**src/sv/lbfs_pkg.sv**
```systemverilog
`timescale 1ns / 1ps
// ---------------------------------------------------------------------------
// lbfs_pkg - shared types and constants for the line byte/field selector
// Command format between the front and back ends, configuration layout,
// register indexes and the back end state encoding.
// ---------------------------------------------------------------------------
package lbfs_pkg;

    // Line length default (a line chunk closes once LINE_LEN - 1 bytes have been taken)
    localparam int LINE_LEN_DEF = 64;

    // First-field store: index width covers the largest line length
    localparam int IDX_W         = 6;
    localparam int STORE_ENTRIES = 2 ** IDX_W;

    // Selection mask and field counter
    localparam int MASK_W     = 64;
    localparam int MASK_IDX_W = $clog2(MASK_W);
    localparam int FNUM_W     = 7;
    localparam logic [FNUM_W-1:0] FNUM_MAX = 7'd127;

    // Character codes
    localparam logic [7:0] NL_BYTE  = 8'h0A;
    localparam logic [7:0] TAB_BYTE = 8'h09;
    localparam logic [7:0] NUL_BYTE = 8'h00;

    // Command queue depth between front and back ends
    localparam int QUEUE_DEPTH = 2;

    // Configuration register indexes
    typedef enum logic [1:0] {
        CFG_FIELD_MODE  = 2'd0,
        CFG_DELIMITER   = 2'd1,
        CFG_SUPPRESS    = 2'd2,
        CFG_SELECT_MASK = 2'd3
    } cfg_idx_t;

    typedef struct packed {
        logic              field_mode;
        logic [7:0]        delimiter;
        logic              suppress_plain;
        logic [MASK_W-1:0] select_mask;
    } cfg_t;

    // Work for one accepted byte, carried out in order:
    // store write, drain of the first field, single byte, newline
    typedef struct packed {
        logic [7:0]       data;
        logic             wr;
        logic [IDX_W-1:0] wr_idx;
        logic             drain;
        logic [IDX_W-1:0] cnt;
        logic             emit;
        logic             nl;
    } cmd_t;

    typedef enum logic [2:0] {
        BK_IDLE,
        BK_PRE,
        BK_DRAIN,
        BK_EMIT,
        BK_NL
    } bk_state_t;

    // Position or field k (1-based) selected by the mask; k beyond the mask is never selected
    function automatic logic picked(input logic [MASK_W-1:0] mask, input logic [FNUM_W-1:0] k);
        logic [FNUM_W-1:0] km1;
        km1 = k - 1'b1;
        return (k != '0) && (k <= FNUM_W'(MASK_W)) && mask[km1[MASK_IDX_W-1:0]];
    endfunction

endpackage

```
**src/sv/lbfs_front.sv**
```systemverilog
`timescale 1ns / 1ps
// ---------------------------------------------------------------------------
// lbfs_front - byte classifier and line state
// Takes one byte per transaction, tracks the open line (length, field number,
// first-field fill, flags) and issues at most one command describing its output.
// ---------------------------------------------------------------------------
module lbfs_front #(
    parameter int LINE_LEN = lbfs_pkg::LINE_LEN_DEF
) (
    input  logic            clk,
    input  logic            rst_n,
    input  lbfs_pkg::cfg_t  cfg,
    input  logic            in_valid,
    output logic            in_ready,
    input  logic [7:0]      in_byte,
    input  logic            final_req,
    input  logic            q_full,
    output logic            cmd_push,
    output lbfs_pkg::cmd_t  cmd
);
    import lbfs_pkg::*;

    // A line closes once this many bytes have been taken
    localparam logic [IDX_W-1:0] CLOSE_AT = IDX_W'(LINE_LEN - 1);

    logic [IDX_W-1:0]  chunk_reg, chunk_next;
    logic [IDX_W-1:0]  stored_reg, stored_next;
    logic [FNUM_W-1:0] fnum_reg, fnum_next;
    logic              seen_reg, seen_next;
    logic              printed_reg, printed_next;
    logic              past_zero_reg, past_zero_next;

    logic             accept;
    logic [IDX_W-1:0] chunk_inc;
    logic             is_nl;
    logic             text;
    logic             take;
    logic             close;

    assign in_ready = !q_full;
    assign accept   = in_valid && !q_full;

    // Classify the byte and work out the line state after it
    always_comb
    begin
        chunk_next     = chunk_reg;
        stored_next    = stored_reg;
        fnum_next      = fnum_reg;
        seen_next      = seen_reg;
        printed_next   = printed_reg;
        past_zero_next = past_zero_reg;
        cmd            = '0;
        cmd.data       = in_byte;

        chunk_inc = (chunk_reg < CLOSE_AT) ? chunk_reg + 1'b1 : chunk_reg;
        is_nl     = (in_byte == NL_BYTE);
        text      = !is_nl && !past_zero_reg;
        take      = text && (in_byte != NUL_BYTE);

        if (text && (in_byte == NUL_BYTE))
        begin
            past_zero_next = 1'b1;
        end

        if (take)
        begin
            if (!cfg.field_mode)
            begin
                // byte positions
                cmd.emit = picked(cfg.select_mask, FNUM_W'(chunk_inc));
            end
            else if (in_byte == cfg.delimiter)
            begin
                if (!seen_reg)
                begin
                    // first delimiter: release the buffered first field
                    seen_next = 1'b1;
                    if (cfg.select_mask[0])
                    begin
                        cmd.drain    = (stored_reg != '0);
                        cmd.cnt      = stored_reg;
                        printed_next = 1'b1;
                    end
                    fnum_next = FNUM_W'(2);
                end
                else if (fnum_reg < FNUM_MAX)
                begin
                    fnum_next = fnum_reg + 1'b1;
                end
                if (picked(cfg.select_mask, fnum_next))
                begin
                    cmd.emit     = printed_next;
                    printed_next = 1'b1;
                end
            end
            else if (!seen_reg)
            begin
                // buffer the first field
                if (stored_reg < CLOSE_AT)
                begin
                    cmd.wr      = 1'b1;
                    cmd.wr_idx  = stored_reg;
                    stored_next = stored_reg + 1'b1;
                end
            end
            else
            begin
                cmd.emit = picked(cfg.select_mask, fnum_reg);
            end
        end

        close = is_nl || final_req || (chunk_inc >= CLOSE_AT);

        // Line close and return to fresh-line values
        if (close)
        begin
            if (!cfg.field_mode || seen_next)
            begin
                cmd.nl = 1'b1;
            end
            else if (cfg.delimiter == NUL_BYTE)
            begin
                if (cfg.select_mask[0])
                begin
                    cmd.drain = (stored_next != '0);
                    cmd.cnt   = stored_next;
                end
                cmd.nl = 1'b1;
            end
            else if (!cfg.suppress_plain)
            begin
                cmd.drain = (stored_next != '0);
                cmd.cnt   = stored_next;
                cmd.nl    = 1'b1;
            end
            chunk_next     = '0;
            stored_next    = '0;
            fnum_next      = FNUM_W'(1);
            seen_next      = 1'b0;
            printed_next   = 1'b0;
            past_zero_next = 1'b0;
        end
        else
        begin
            chunk_next = chunk_inc;
        end
    end

    assign cmd_push = accept && (cmd.wr || cmd.drain || cmd.emit || cmd.nl);

    // Line state registers
    always_ff @(posedge clk or negedge rst_n)
    begin
        if (!rst_n)
        begin
            chunk_reg     <= '0;
            stored_reg    <= '0;
            fnum_reg      <= FNUM_W'(1);
            seen_reg      <= 1'b0;
            printed_reg   <= 1'b0;
            past_zero_reg <= 1'b0;
        end
        else if (accept)
        begin
            chunk_reg     <= chunk_next;
            stored_reg    <= stored_next;
            fnum_reg      <= fnum_next;
            seen_reg      <= seen_next;
            printed_reg   <= printed_next;
            past_zero_reg <= past_zero_next;
        end
    end

endmodule

```
**src/sv/lbfs_queue.sv**
```systemverilog
`timescale 1ns / 1ps
// ---------------------------------------------------------------------------
// lbfs_queue - command queue between front and back ends
// Small circular buffer of commands; lets either side stall on its own.
// ---------------------------------------------------------------------------
module lbfs_queue (
    input  logic            clk,
    input  logic            rst_n,
    input  logic            push,
    input  lbfs_pkg::cmd_t  push_cmd,
    output logic            full,
    input  logic            pop,
    output logic            valid,
    output lbfs_pkg::cmd_t  head
);
    import lbfs_pkg::*;

    localparam int PTR_W = (QUEUE_DEPTH > 1) ? $clog2(QUEUE_DEPTH) : 1;
    localparam int CNT_W = $clog2(QUEUE_DEPTH + 1);
    localparam logic [PTR_W-1:0] PTR_LAST = PTR_W'(QUEUE_DEPTH - 1);

    cmd_t             entries_reg [QUEUE_DEPTH];
    logic [PTR_W-1:0] wr_ptr_reg, wr_ptr_next;
    logic [PTR_W-1:0] rd_ptr_reg, rd_ptr_next;
    logic [CNT_W-1:0] count_reg, count_next;

    assign full  = (count_reg == CNT_W'(QUEUE_DEPTH));
    assign valid = (count_reg != '0);
    assign head  = entries_reg[rd_ptr_reg];

    // Pointer and fill count
    always_comb
    begin
        wr_ptr_next = wr_ptr_reg;
        rd_ptr_next = rd_ptr_reg;
        count_next  = count_reg;
        if (push)
        begin
            wr_ptr_next = (wr_ptr_reg == PTR_LAST) ? '0 : wr_ptr_reg + 1'b1;
        end
        if (pop)
        begin
            rd_ptr_next = (rd_ptr_reg == PTR_LAST) ? '0 : rd_ptr_reg + 1'b1;
        end
        priority if (push && !pop)
        begin
            count_next = count_reg + 1'b1;
        end
        else if (pop && !push)
        begin
            count_next = count_reg - 1'b1;
        end
        else
        begin
            // both or neither: fill level unchanged
            count_next = count_reg;
        end
    end

    always_ff @(posedge clk or negedge rst_n)
    begin
        if (!rst_n)
        begin
            wr_ptr_reg <= '0;
            rd_ptr_reg <= '0;
            count_reg  <= '0;
        end
        else
        begin
            wr_ptr_reg <= wr_ptr_next;
            rd_ptr_reg <= rd_ptr_next;
            count_reg  <= count_next;
        end
    end

    // Entry storage
    always_ff @(posedge clk)
    begin
        if (push)
        begin
            entries_reg[wr_ptr_reg] <= push_cmd;
        end
    end

`ifndef NO_ASSERTIONS
    a_no_overflow: assert property (@(posedge clk) disable iff (!rst_n)
        push |-> (!full || pop))
        else $error("command pushed into a full queue");

    a_no_underflow: assert property (@(posedge clk) disable iff (!rst_n)
        pop |-> valid)
        else $error("command popped from an empty queue");

    a_count_bound: assert property (@(posedge clk) disable iff (!rst_n)
        count_reg <= CNT_W'(QUEUE_DEPTH))
        else $error("queue fill count beyond depth");
`endif

endmodule

```
**src/sv/lbfs_back.sv**
```systemverilog
`timescale 1ns / 1ps
// ---------------------------------------------------------------------------
// lbfs_back - command sequencer and output stage
// Holds the first-field store, carries out each command one output byte per
// cycle while out_ready lets the output register load, and drives the
// registered output channel.
module lbfs_back (
    input  logic            clk,
    input  logic            rst_n,
    input  logic            q_valid,
    input  lbfs_pkg::cmd_t  q_head,
    output logic            q_pop,
    output logic            out_valid,
    input  logic            out_ready,
    output logic [7:0]      out_byte,
    output logic            last_of_run
);
    import lbfs_pkg::*;

    bk_state_t        state_reg, state_next;
    cmd_t             work_reg;
    logic [IDX_W-1:0] idx_reg, idx_next;
    logic [IDX_W-1:0] rd_addr;
    logic [7:0]       rd_data_reg;
    logic [7:0]       store_mem [STORE_ENTRIES];

    logic       out_valid_reg;
    logic [7:0] out_byte_reg;
    logic       out_last_reg;

    logic       out_load;
    logic       out_push;
    logic [7:0] push_byte;
    logic       push_last;
    logic       last_drain;

    assign out_load   = !out_valid_reg || out_ready;
    assign last_drain = (idx_reg == work_reg.cnt - 1'b1);

    // Next state
    always_comb
    begin
        state_next = state_reg;
        unique case (state_reg)
            BK_IDLE:
            begin
                if (q_valid)
                begin
                    priority if (q_head.drain) state_next = BK_PRE;
                    else if (q_head.emit)      state_next = BK_EMIT;
                    else if (q_head.nl)        state_next = BK_NL;
                    else                       state_next = BK_IDLE;
                end
            end
            BK_PRE:
            begin
                state_next = BK_DRAIN;
            end
            BK_DRAIN:
            begin
                if (out_load && last_drain)
                begin
                    priority if (work_reg.emit) state_next = BK_EMIT;
                    else if (work_reg.nl)       state_next = BK_NL;
                    else                        state_next = BK_IDLE;
                end
            end
            BK_EMIT:
            begin
                if (out_load)
                begin
                    state_next = work_reg.nl ? BK_NL : BK_IDLE;
                end
            end
            BK_NL:
            begin
                if (out_load)
                begin
                    state_next = BK_IDLE;
                end
            end
            default:
            begin
                state_next = BK_IDLE;
            end
        endcase
    end

    // State outputs
    always_comb
    begin
        q_pop     = 1'b0;
        out_push  = 1'b0;
        push_byte = work_reg.data;
        push_last = 1'b0;
        idx_next  = idx_reg;
        rd_addr   = idx_reg;
        unique case (state_reg)
            BK_IDLE:
            begin
                q_pop    = q_valid;
                idx_next = '0;
            end
            BK_PRE:
            begin
                rd_addr = idx_reg;
            end
            BK_DRAIN:
            begin
                out_push  = out_load;
                push_byte = rd_data_reg;
                push_last = last_drain && !work_reg.emit && !work_reg.nl;
                if (out_load)
                begin
                    idx_next = idx_reg + 1'b1;
                    rd_addr  = idx_reg + 1'b1;
                end
            end
            BK_EMIT:
            begin
                out_push  = out_load;
                push_byte = work_reg.data;
                push_last = !work_reg.nl;
            end
            BK_NL:
            begin
                out_push  = out_load;
                push_byte = NL_BYTE;
                push_last = 1'b1;
            end
            default:
            begin
                q_pop = 1'b0;
            end
        endcase
    end

    // Sequencer registers
    always_ff @(posedge clk or negedge rst_n)
    begin
        if (!rst_n)
        begin
            state_reg <= BK_IDLE;
            idx_reg   <= '0;
        end
        else
        begin
            state_reg <= state_next;
            idx_reg   <= idx_next;
        end
    end

    // Current command
    always_ff @(posedge clk)
    begin
        if (q_pop)
        begin
            work_reg <= q_head;
        end
    end

    // First-field store: written as commands leave the queue, registered read
    always_ff @(posedge clk)
    begin
        if (q_pop && q_head.wr)
        begin
            store_mem[q_head.wr_idx] <= q_head.data;
        end
        rd_data_reg <= store_mem[rd_addr];
    end

    // Output register
    always_ff @(posedge clk or negedge rst_n)
    begin
        if (!rst_n)
        begin
            out_valid_reg <= 1'b0;
            out_byte_reg  <= '0;
            out_last_reg  <= 1'b0;
        end
        else if (out_push)
        begin
            out_valid_reg <= 1'b1;
            out_byte_reg  <= push_byte;
            out_last_reg  <= push_last;
        end
        else if (out_ready)
        begin
            out_valid_reg <= 1'b0;
        end
    end

    assign out_valid   = out_valid_reg;
    assign out_byte    = out_byte_reg;
    assign last_of_run = out_last_reg;

`ifndef NO_ASSERTIONS
    a_drain_in_range: assert property (@(posedge clk) disable iff (!rst_n)
        (state_reg == BK_DRAIN) |-> ((work_reg.cnt != '0) && (idx_reg < work_reg.cnt)))
        else $error("drain index outside the buffered first field");

    a_pre_to_drain: assert property (@(posedge clk) disable iff (!rst_n)
        (state_reg == BK_PRE) |=> (state_reg == BK_DRAIN))
        else $error("store read not followed by drain");

    a_run_ends_last: assert property (@(posedge clk) disable iff (!rst_n)
        ((state_reg != BK_IDLE) && (state_reg != BK_PRE) && (state_next == BK_IDLE))
            |-> (out_push && push_last))
        else $error("command finished without marking its last byte");
`endif

endmodule

```
**src/sv/line_byte_field_selector.sv**
```systemverilog
`timescale 1ns / 1ps
// Path: a byte that emits a single byte goes through the command queue, the back end's
//   command register and the output register; a first-field drain adds a store read (BK_PRE).
// Flow: the back end takes one command at a time in BK_IDLE and finishes its output bytes,
//   stalling while out_ready is low, before taking the next; the front takes a byte
//   whenever the 2-entry command queue has room.
// Reset: rst_n clears line state, queue and output; registers return to byte mode, tab, 0 mask.
// ---------------------------------------------------------------------------
// line_byte_field_selector - cut-style byte and field selection on a byte stream
// Front end classifies bytes per line, back end emits selected bytes, buffered
// first fields and newlines through a registered output channel.
// ---------------------------------------------------------------------------
module line_byte_field_selector #(
    parameter int LINE_LEN = lbfs_pkg::LINE_LEN_DEF
) (
    input  logic                        clk,
    input  logic                        rst_n,
    input  logic                        cfg_we,
    input  logic [1:0]                  cfg_index,
    input  logic [lbfs_pkg::MASK_W-1:0] cfg_data,
    input  logic                        in_valid,
    output logic                        in_ready,
    input  logic [7:0]                  in_byte,
    input  logic                        final_req,
    output logic                        out_valid,
    input  logic                        out_ready,
    output logic [7:0]                  out_byte,
    output logic                        last_of_run
);
    import lbfs_pkg::*;

    cfg_t cfg_reg;
    logic q_full;
    logic q_valid;
    logic q_pop;
    logic cmd_push;
    cmd_t cmd;
    cmd_t q_head;

    // Configuration registers
    always_ff @(posedge clk or negedge rst_n)
    begin
        if (!rst_n)
        begin
            cfg_reg.field_mode     <= 1'b0;
            cfg_reg.delimiter      <= TAB_BYTE;
            cfg_reg.suppress_plain <= 1'b0;
            cfg_reg.select_mask    <= '0;
        end
        else if (cfg_we)
        begin
            unique case (cfg_idx_t'(cfg_index))
                CFG_FIELD_MODE:  cfg_reg.field_mode     <= cfg_data[0];
                CFG_DELIMITER:   cfg_reg.delimiter      <= cfg_data[7:0];
                CFG_SUPPRESS:    cfg_reg.suppress_plain <= cfg_data[0];
                CFG_SELECT_MASK: cfg_reg.select_mask    <= cfg_data;
            endcase
        end
    end

    lbfs_front #(
        .LINE_LEN (LINE_LEN)
    ) u_front (
        .clk       (clk),
        .rst_n     (rst_n),
        .cfg       (cfg_reg),
        .in_valid  (in_valid),
        .in_ready  (in_ready),
        .in_byte   (in_byte),
        .final_req (final_req),
        .q_full    (q_full),
        .cmd_push  (cmd_push),
        .cmd       (cmd)
    );

    lbfs_queue u_queue (
        .clk      (clk),
        .rst_n    (rst_n),
        .push     (cmd_push),
        .push_cmd (cmd),
        .full     (q_full),
        .pop      (q_pop),
        .valid    (q_valid),
        .head     (q_head)
    );

    lbfs_back u_back (
        .clk         (clk),
        .rst_n       (rst_n),
        .q_valid     (q_valid),
        .q_head      (q_head),
        .q_pop       (q_pop),
        .out_valid   (out_valid),
        .out_ready   (out_ready),
        .out_byte    (out_byte),
        .last_of_run (last_of_run)
    );

endmodule

```
**config.mk**
```make
export PLATFORM = sky130hd
export DESIGN_NAME = line_byte_field_selector
export DESIGN_NICKNAME = d
export VERILOG_FILES = /design/src/sv/lbfs_pkg.sv /design/src/sv/lbfs_front.sv /design/src/sv/lbfs_queue.sv /design/src/sv/lbfs_back.sv /design/src/sv/line_byte_field_selector.sv
export SDC_FILE = /design/constraint.sdc
export NUM_CORES = 1
export LEC_CHECK = 0
export BUFFER_PORTS_ARGS = -buffer_cell sky130_fd_sc_hd__buf_2
export CAP_MARGIN = 0
export CORE_MARGIN = 2
export CORE_UTILIZATION = 25
export CTS_CLUSTER_SIZE = 28
export DETAILED_ROUTE_END_ITERATION = 12
export PLACE_DENSITY = 0.36
export SLEW_MARGIN = 20
export SYNTH_ARGS = -nofsm -noshare
export SYNTH_HDL_FRONTEND = slang
export SYNTH_HIERARCHICAL = 1
export SYNTH_SLANG_ARGS = --single-unit
export TNS_END_PERCENT = 5
```
**constraint.sdc**
```tcl
create_clock -name clk -period 7.9 [get_ports clk]
set_input_delay 1.58 -clock clk [delete_from_list [all_inputs] [get_ports clk]]
set_output_delay 1.58 -clock clk [all_outputs]
set_load 0.01 [all_outputs]
```
==> impl_metrics.tcl, run 1 <==
set metrics [dict create \
    slew_headroom 0.2119 \
    synthTopCellsByArea "edfxtp_1, dfrtp_1, mux2_2" \
    met3_usage 0.02843 \
    syn2layout_area_growth_pct 14.42 \
    yosysWarnings 6 \
    drcViolationCount 0 \
    r2r-start "u_front/chunk_reg[0]" \
    grt_busiest_layer "met2" \
    yosysUniqueCellTypes 99 \
    die_width_um 374.9 \
    clock_latency_ns 0.69 \
    grt.total_usage 0.1740 \
    final.period_utilization 0.8020 \
    leakagePower_nw 13.07 \
    hold_path_class "reg -> reg" \
    routabilityCongestion 0.8768 \
    ant_nets 0 \
    ys_seq_elements 703 \
    grt_overflow 0 \
    core_um2 137000 \
    slew_viol_final 0 \
    antenna_found_initial 4 \
    finClkSkew_ns 0.03246 \
    synthFlopType "edfxtp_1" \
    routedWlPerCell_um 27.40 \
    cts-resized-gates 0 \
    hold_viol 0 \
    rrSetupSlack_ns 1.56 \
    die_h_um 374.9 \
    viasPerCell 5.284 \
    largest_reg_flops 512 \
    worstHoldStart "u_queue/count_reg[1]" \
    cp.arrival_ns 6.76 \
    synth_common_cells "edfxtp_1, nor2_1, mux2_2, nand2_1, mux2i_1" \
    tns_ns 0 \
    vdd_drop_max_mv 0.1817 \
    num_rows 136 \
    port-buffer-count 90 \
    grt_pass1_vias 24200 \
    worstMarginPinSlew_ns 1.179 \
    synth_area_um2 34400 \
    required_ns 8.32 \
    start_util 0.2511 \
    rsz0062_at_grt "no" \
    clockBufferDepth 3 \
    path_clk_slew_ns 0.05 \
    htree_levels 3 \
    drv_cap 0 \
    post-synth-top-area-fraction 0.5029 \
    io_pins 91 \
    fmax_mhz 157.8 \
    crit_type "reg -> reg" \
    synth_nets 2754 \
    synthArstFlopShare 0.1693 \
    p_per_area_nw_per_um2 395.9 \
    crit_path_start_kind "flop" \
    setup_viol 0 \
    synth_edf_count 576 \
    dr.pass1.iters 7 \
    num_antenna_cells 0 \
    synth_most_common_cell "edfxtp_1" \
    root_buffer "clkbuf_16" \
    dp.final_hpwl_mm 79.53 \
    drive_above_1_share 0.1918 \
    die-area_um2 140600 \
    nets 2774 \
    drt-total-wl_mm 124.3 \
    cts.sink_count 703 \
    grt_pass1_wl_mm 178.3 \
    fin_crit_ns 6.336 \
    cts_buffers 85 \
    crit_fanout 33 \
    met2_usage 0.2913 \
    startpoint "u_front/chunk_reg[0]" \
    use_met1 0.2292 \
    grt_max_degree 108 \
    syn-instance-count 2659 \
    nFillCells 13763 \
    end_kind "flop" \
    postCtsSetupBuffers 0 \
    synth_sequential_area_ratio 0.5942 \
    vias 23970 \
    ctsHoldBuffers 0 \
    synth.avg_cell_area_um2 12.94 \
    cts_tree "done" \
    fin_total_pwr_mw 15.58 \
    outcome "finished, final reports clean" \
    drt_iter0_drc 1943 \
    synth_area_leader_cell "edfxtp_1" \
]
## placed cells by master, fill, tap and decap left out, types with 14 or more instances in the layout
master	netlist	layout
edfxtp_1	576	576
nor2_1	222	217
mux2_2	145	145
nand2_1	144	142
mux2i_1	131	131
o22ai_1	129	129
o21ai_0	124	123
dfrtp_1	116	114
buf_2	58	89
clkbuf_16	0	87
o221ai_1	83	83
a21oi_1	76	76
nor3_1	60	60
mux4_2	53	53
a211oi_1	54	53
nand3_1	51	51
buf_4	9	50
xnor2_1	33	31
o211ai_1	27	27
inv_1	25	25
a22oi_1	23	22
clkbuf_1	101	21
clkinv_1	3	21
a31oi_1	19	19
mux2_4	19	19
a221oi_1	19	18
nand4_1	18	18
o31ai_1	18	18
nand2b_1	18	17
nor3b_1	15	15
xor2_1	16	15
ha_1	15	14
## cell type report
type | count | area [µm²] | area share
Timing Repair Buffer | 144 | 907.1 | 0.02305
Clock buffer | 114 | 2338 | 0.05942
Inverter | 28 | 105.1 | 0.002670
Tap cell | 1794 | 2245 | 0.05703
Sequential cell | 703 | 20450 | 0.5195
Multi-Input combinational cell | 1717 | 12950 | 0.3291
Clock inverter | 36 | 361.6 | 0.009188
## through the flow
stage          std cells    util  setup WS, ns  instance area (µm²)  hold WS, ns
4_1_cts             4536  0.2872         1.541                39340       0.4794
5_1_grt             4536  0.2873         1.061                39360       0.5014
6_report            4536  0.2873         1.564                39360       0.4771
3_3_place_gp        4385  0.2673         1.549                36620       0.4674
3_5_place_dp        4386  0.2675         1.548                36640       0.4674
2_1_floorplan       2659       -         2.168                34400       0.4474
## cell families after synthesis
group,count (synthesis),share of synthesized area
flip-flops,703,0.5942
XOR/XNOR,50,0.01295
adder cells (fa/ha/maj),15,0.005456
buffers and inverters,239,0.03274
AND/OR/NAND/NOR,640,0.08963
multiplexers,359,0.1348
AO/OA/AOI/OAI,653,0.1302
## per-layer routing
layer  vias up  wire, µm
li1      10514         -
met1     12484     54500
met5         -        13
met4         2      3897
met3       196      6151
met2       774     59730
## final timing paths
check	end	cells past startpoint
hold reg to reg	u_queue/count_reg[1]	1
setup / recovery	u_queue/entries_reg[1][15]	16
min in group asynchronous	u_queue/rd_ptr_reg	1
max in group asynchronous	u_front/chunk_reg[0]	2
setup reg to reg	u_queue/entries_reg[1][15]	16
hold / removal	u_queue/count_reg[1]	1
## critical path, stage by stage, from the launching register on
cell      delay, ns
dfrtp_1        0.91
ha_1           0.41
and2_1         0.38
a21boi_4       0.13
nor2_4         0.32
clkinv_1       0.35
ha_1           0.51
a21o_1         0.29
nand2_1        0.22
mux4_1         0.33
mux4_2         0.47
and3b_1        0.20
nor4_2         0.55
or3_1          0.19
o22ai_1        0.13
and2_1         0.42
buf_8          0.25
## where the power goes
group | switching [mW] | leakage (nW) | internal (mW) | total (mW)
Sequential | 0.405 | 6.73 | 4.76 | 5.16
Combinational | 4.43 | 5.04 | 2.13 | 6.56
Clock | 1.59 | 1.30 | 2.27 | 3.85
Total | 6.42 | 13.1 | 9.16 | 15.6
Power figures use the tool's default switching activity.
==> inputs of run 2 (changes only) <==
Settings changed: ABC_AREA set to 1.
Clock period 7.9 ns to 5.9 ns, I/O delays scaled along.
==> run 2 against run 1 <==
Effect of this change:
- via count up 1.7%
- die area down 0.90%
- sequential power up 28%
- power up 23%
- critical path type unchanged
- largest cell class unchanged
==> impl_metrics.tcl, run 2 <==
set metrics [dict create \
    outcome "finished, final reports clean" \
    drv_cap 0 \
    port-buffer-count 90 \
    fmax_mhz 223.6 \
    synth.avg_cell_area_um2 9.459 \
    crit_type "reg -> reg" \
    p_per_area_nw_per_um2 494.2 \
    synth_nets 3698 \
    vdd_drop_max_mv 0.2733 \
    tns_ns 0 \
    ant_nets 0 \
    synth_common_cells "nand2_1, nand3_1, edfxtp_1, inv_1, nor2_1" \
    leakagePower_nw 16.18 \
    antenna_found_initial 3 \
    htree_levels 3 \
    ys_seq_elements 703 \
    ctsHoldBuffers 0 \
    grt_pass1_wl_mm 164.9 \
    start_util 0.2516 \
    dp.final_hpwl_mm 67.48 \
    required_ns 6.23 \
    synthFlopType "edfxtp_1" \
    slew_headroom 0.2316 \
    grt.total_usage 0.1572 \
    crit_fanout 52 \
    grt_overflow 0 \
    drt_iter0_drc 1605 \
    drcViolationCount 0 \
    fin_area_um2 38660 \
    synth_area_um2 34080 \
    dr.pass1.iters 5 \
    hold_depth 2 \
    routabilityCongestion 0.8073 \
    finClkSkew_ns 0.02989 \
    io_pins 91 \
    setup_viol 0 \
    cts_buffers 84 \
    timing.hold.ws_ns 0.4642 \
    ff2ff_path_depth 19 \
    cp.arrival_ns 4.81 \
    grt_max_degree 95 \
    viasPerCell 4.450 \
    clockBufferDepth 3 \
    num_rows 135 \
    postCtsSetupBuffers 0 \
    syn2layout_area_growth_pct 13.45 \
    largest_reg_flops 512 \
    die-area_um2 139300 \
    drt-total-wl_mm 110.6 \
    rsz0062_at_grt "no" \
    rrSetupSlack_ns 1.43 \
    cts.sink_count 703 \
    cts-resized-gates 0 \
    syn-instance-count 3603 \
    root_buffer "clkbuf_16" \
    synth_most_common_cell "nand2_1" \
    grt_pass1_vias 24358 \
    r2r-start "u_front/chunk_reg[1]" \
    clock_latency_ns 0.68 \
    synth_edf_count 576 \
    cts_tree "done" \
    path_clk_slew_ns 0.06 \
    slew_viol_final 0 \
    fin_crit_ns 4.472 \
    yosysWarnings 6 \
    vias 24385 \
    nFillCells 14438 \
    num_antenna_cells 0 \
    yosysUniqueCellTypes 48 \
    synth_sequential_area_ratio 0.5997 \
    hold_path_class "reg -> reg" \
    end_kind "flop" \
    synth_area_leader_cell "edfxtp_1" \
    synthArstFlopShare 0.1693 \
    dpl_cell_area_um2 36080 \
    holdPathEnd "cfg_reg[68]" \
    final.period_utilization 0.7580 \
    post-synth-top-area-fraction 0.5075 \
    final_common_cell "nand2_1" \
    drive_above_1_share 0.09192 \
    final_cell_mix "nand2_1, nand3_1, edfxtp_1, inv_1, nor2_1" \
    crit_path_start_kind "flop" \
    r2r_end "u_queue/entries_reg[0][3]" \
    worstMarginPinSlew_ns 1.149 \
    routedWlPerCell_um 20.18 \
    worstHoldStart "cfg_reg[68]" \
    synthTopCellsByArea "edfxtp_1, nand3_1, nand2_1" \
    die_width_um 373.2 \
    hold_viol 0 \
    fin_total_pwr_mw 19.11 \
    die_h_um 373.2 \
    core_um2 135500 \
    nets 3728 \
]
==> run 2: cell types whose count changed after synthesis, sizes merged, moves of 59 or more <==
cell    before  now
nand2      145  897
nand3       53  729
inv         25  577
mux2       169   24
mux2i      131    0
o22ai      131   23
o221ai      83    0
nor2       224  147
nand4       18   85
o21ai      125   61
mux4        59    0
==> run 2: kinds of logic (layout without fill, tap and decap cells) <==
kind of cell,count (synthesis),in the layout,synth area share
and+or+nand+nor,1906,1906,0.2509
AOI/OAI and AO/OA,155,155,0.02764
buffers and inverters,770,866,0.09813
xor gates and xnor gates,30,30,0.008150
adders and majority gates,15,15,0.005507
muxes,24,24,0.01002
DFF,703,703,0.5997
==> run 2: report_power, final <==
group,internal [mW],switching [mW]
logic,2.02,5.50
registers,6.33,0.272
clock network,2.82,2.16
total,11.2,7.94
==> run 2: worst max-delay path by stage <==
| stage | cells past startpoint | slack, ns | to | start |
|---|---|---|---|---|
| floorplan | 23 | 1.25 | u_queue/entries_reg[0][0] | u_front/fnum_reg[0] |
| global placement | 19 | 1.40 | u_queue/entries_reg[0][14] | u_front/chunk_reg[1] |
| detailed placement | 19 | 1.35 | u_queue/entries_reg[0][13] | u_front/chunk_reg[1] |
| CTS | 19 | 1.34 | u_queue/entries_reg[0][3] | u_front/chunk_reg[1] |
| global route | 20 | 0.93 | u_queue/entries_reg[0][11] | u_front/fnum_reg[0] |
| finish | 19 | 1.43 | u_queue/entries_reg[0][3] | u_front/chunk_reg[1] |
==> run 2: cell type report <==
class | count | area, µm² | share of cell area
clock buffer | 110 | 2366 | 0.06119
clock inverter | 42 | 216.5 | 0.005598
inverter | 578 | 2171 | 0.05615
multi-input combinational | 2130 | 10370 | 0.2681
sequential | 703 | 20440 | 0.5286
tap | 1781 | 2228 | 0.05763
timing repair buffer | 136 | 877.1 | 0.02268
==> run 2: critical path, cell delays in order (launching register included) <==
cell and delay, ns:
dfrtp_1 0.40, ha_1 0.24, nand3_2 0.13, nor2_2 0.18, nand2_1 0.08, nand2_2 0.08, buf_4 0.43, ha_1 0.30
xor2_2 0.49, nand3_1 0.14, nand3_1 0.13, nand3_1 0.12, nand3b_1 0.14, nand3_1 0.07, nand2_1 0.08, nand2_2 0.10
a21oi_2 0.27, inv_1 0.09, nor2_2 0.30, buf_4 0.34
==> run 2: through the flow <==
step                      setup WS (ns)  instances    util
after global placement            1.404       5328  0.2663
final                             1.428       5480  0.2854
after CTS                         1.339       5480  0.2854
after floorplan                   1.245       3603       -
after detailed placement          1.353       5328  0.2664
after global routing             0.9258       5480  0.2854
==> run 2: per-layer routing <==
| layer | wire length [µm] | share of wire | track usage | vias to the layer above |
|---|---|---|---|---|
| li1 | - | - | - | 12021 |
| met1 | 50950 | 0.46 | 0.2116 | 11785 |
| met2 | 53040 | 0.48 | 0.2645 | 448 |
| met3 | 4242 | 0.038 | 0.02393 | 131 |
| met4 | 2364 | 0.021 | 0.03789 | 0 |
| met5 | 0 | 0 | 0 | - |
==> inputs of run 3 (changes only) <==
Clock period 5.9 ns to 4.55 ns, I/O delays scaled along.
==> run 3 against run 2 <==
Effect of this change:
- critical endpoint is now u_queue/entries_reg[1][5]
- final cell count up 0.86%
- sequential power up 30%
- power rose by 32%
- wire length increased by 1.4%
- register-to-register slack got worse by 0.81 ns
- combinational power is 34% higher
==> impl_metrics.tcl, run 3 (synthesis gave the netlist of run 2 again) <==
set metrics [dict create \
    outcome "finished, final reports clean" \
    cp.arrival_ns 4.31 \
    cts_tree "done" \
    drive_above_1_share 0.1012 \
    viasPerCell 4.467 \
    drt-total-wl_mm 112.2 \
    cts_buffers 83 \
    layout.cells.non_filler 5527 \
    hold_path_class "in -> async" \
    tns_ns 0 \
    die_h_um 373.2 \
    place_inst 5371 \
    syn2layout_area_growth_pct 14.71 \
    worstMarginPinSlew_ns 1.022 \
    dpl_cell_area_um2 36490 \
    fin_total_pwr_mw 25.23 \
    ctsHoldBuffers 0 \
    cts.sink_count 703 \
    grt_max_degree 82 \
    grt_overflow 0 \
    timing.hold.ws_ns 0.2770 \
    rsz0062_at_grt "no" \
    ff2ff_path_depth 19 \
    fin_crit_ns 3.936 \
    crit_type "reg -> reg" \
    leakagePower_nw 16.43 \
    crit_path_start_kind "flop" \
    largest_reg_flops 512 \
    ant_nets 0 \
    die_width_um 373.2 \
    finClkSkew_ns 0.03580 \
    num_rows 135 \
    clock_latency_ns 0.69 \
    drt_iter0_drc 1557 \
    grt_pass1_vias 24554 \
    vdd_drop_max_mv 0.3233 \
    path_clk_slew_ns 0.06 \
    drcViolationCount 0 \
    start_util 0.2516 \
    vias 24691 \
    drv_cap 0 \
    final_cell_mix "nand2_1, nand3_1, edfxtp_1, inv_1, nor2_1" \
    slew_viol_final 0 \
    grt.total_usage 0.1598 \
    dp.final_hpwl_mm 70.47 \
    grt_pass1_wl_mm 168.2 \
    p_per_area_nw_per_um2 645.3 \
    core_um2 135500 \
    final_common_cell "nand2_1" \
    setup_viol 0 \
    hold_viol 0 \
    htree_levels 3 \
    fin_area_um2 39100 \
    slew_headroom 0.3181 \
    postCtsSetupBuffers 0 \
    fmax_mhz 254.0 \
    cts-resized-gates 0 \
    root_buffer "clkbuf_16" \
    routabilityCongestion 0.8412 \
    required_ns 4.92 \
    antenna_found_initial 1 \
    crit_fanout 18 \
    io_pins 91 \
    routedWlPerCell_um 20.30 \
    nets 3770 \
    end_kind "flop" \
    clockBufferDepth 3 \
    die-area_um2 139300 \
    final.period_utilization 0.8651 \
    port-buffer-count 90 \
    dr.pass1.iters 5 \
]
-- run 3: changes by cell type in the layout (fill, tap and decap cells not counted), sizes merged --
cell	delta
buf	+43
bufinv	+3
clkbuf	+5
clkinv	-6
clkinvlp	-2
diode	+2
inv	+2
-- run 3: final timing paths --
path / endpoint / slack, ns / startpoint
setup / recovery: u_queue/entries_reg[1][5] / 0.61 / u_front/fnum_reg[0]
hold / removal: u_queue/wr_ptr_reg / 0.28 / rst_n
setup reg to reg: u_queue/entries_reg[1][5] / 0.61 / u_front/fnum_reg[0]
hold reg to reg: cfg_reg[68] / 0.46 / cfg_reg[68]
max in group asynchronous: cfg_reg[35] / 3.37 / rst_n
min in group clk: cfg_reg[68] / 0.46 / cfg_reg[68]
-- run 3: power by group --
part	internal [mW]	switching [mW]	total, mW
logic	2.82	7.26	10.1
clock network	3.69	2.86	6.55
registers	8.20	0.388	8.59
total	14.7	10.5	25.2
-- run 3: layout make-up --
type                       instances  area [µm²]
antenna                            2       5.005
clock buffer                     115        2277
clock inverter                    39       326.6
fill                           14335       96370
inverter                         578        2170
multi-input combinational       2130       10360
sequential                       703       20440
tap                             1781        2228
timing repair buffer             179        1287
-- run 3: critical path: stages (launching register included) --
cell and delay, ns:
dfstp_2 0.53, inv_2 0.05, nor2_2 0.14, nand2_4 0.10, nand2_4 0.19, nand2_4 0.17, ha_1 0.37, inv_1 0.25
nand3_1 0.18, nand3_1 0.08, nand3_1 0.10, nand3_1 0.09, nand3_1 0.13, nand4_1 0.16, nand2_1 0.16, nand2_2 0.09
a21oi_2 0.25, nand2_1 0.08, inv_1 0.26, buf_12 0.21
-- run 3: routing by layer --
layer,part of all wire,vias up,GRT usage
li1,-,12135,-
met1,0.47,12032,0.2181
met2,0.48,396,0.2667
met3,0.029,128,0.02108
met4,0.023,0,0.04094
met5,0,-,0
-- run 3: stage by stage --
stage	utilization	setup WS (ns)
global route	0.2886	0.2657
detailed placement	0.2693	0.5802
CTS	0.2886	0.5193
global placement	0.2693	0.6192
floorplan	-	0.2838
finish	0.2886	0.6136
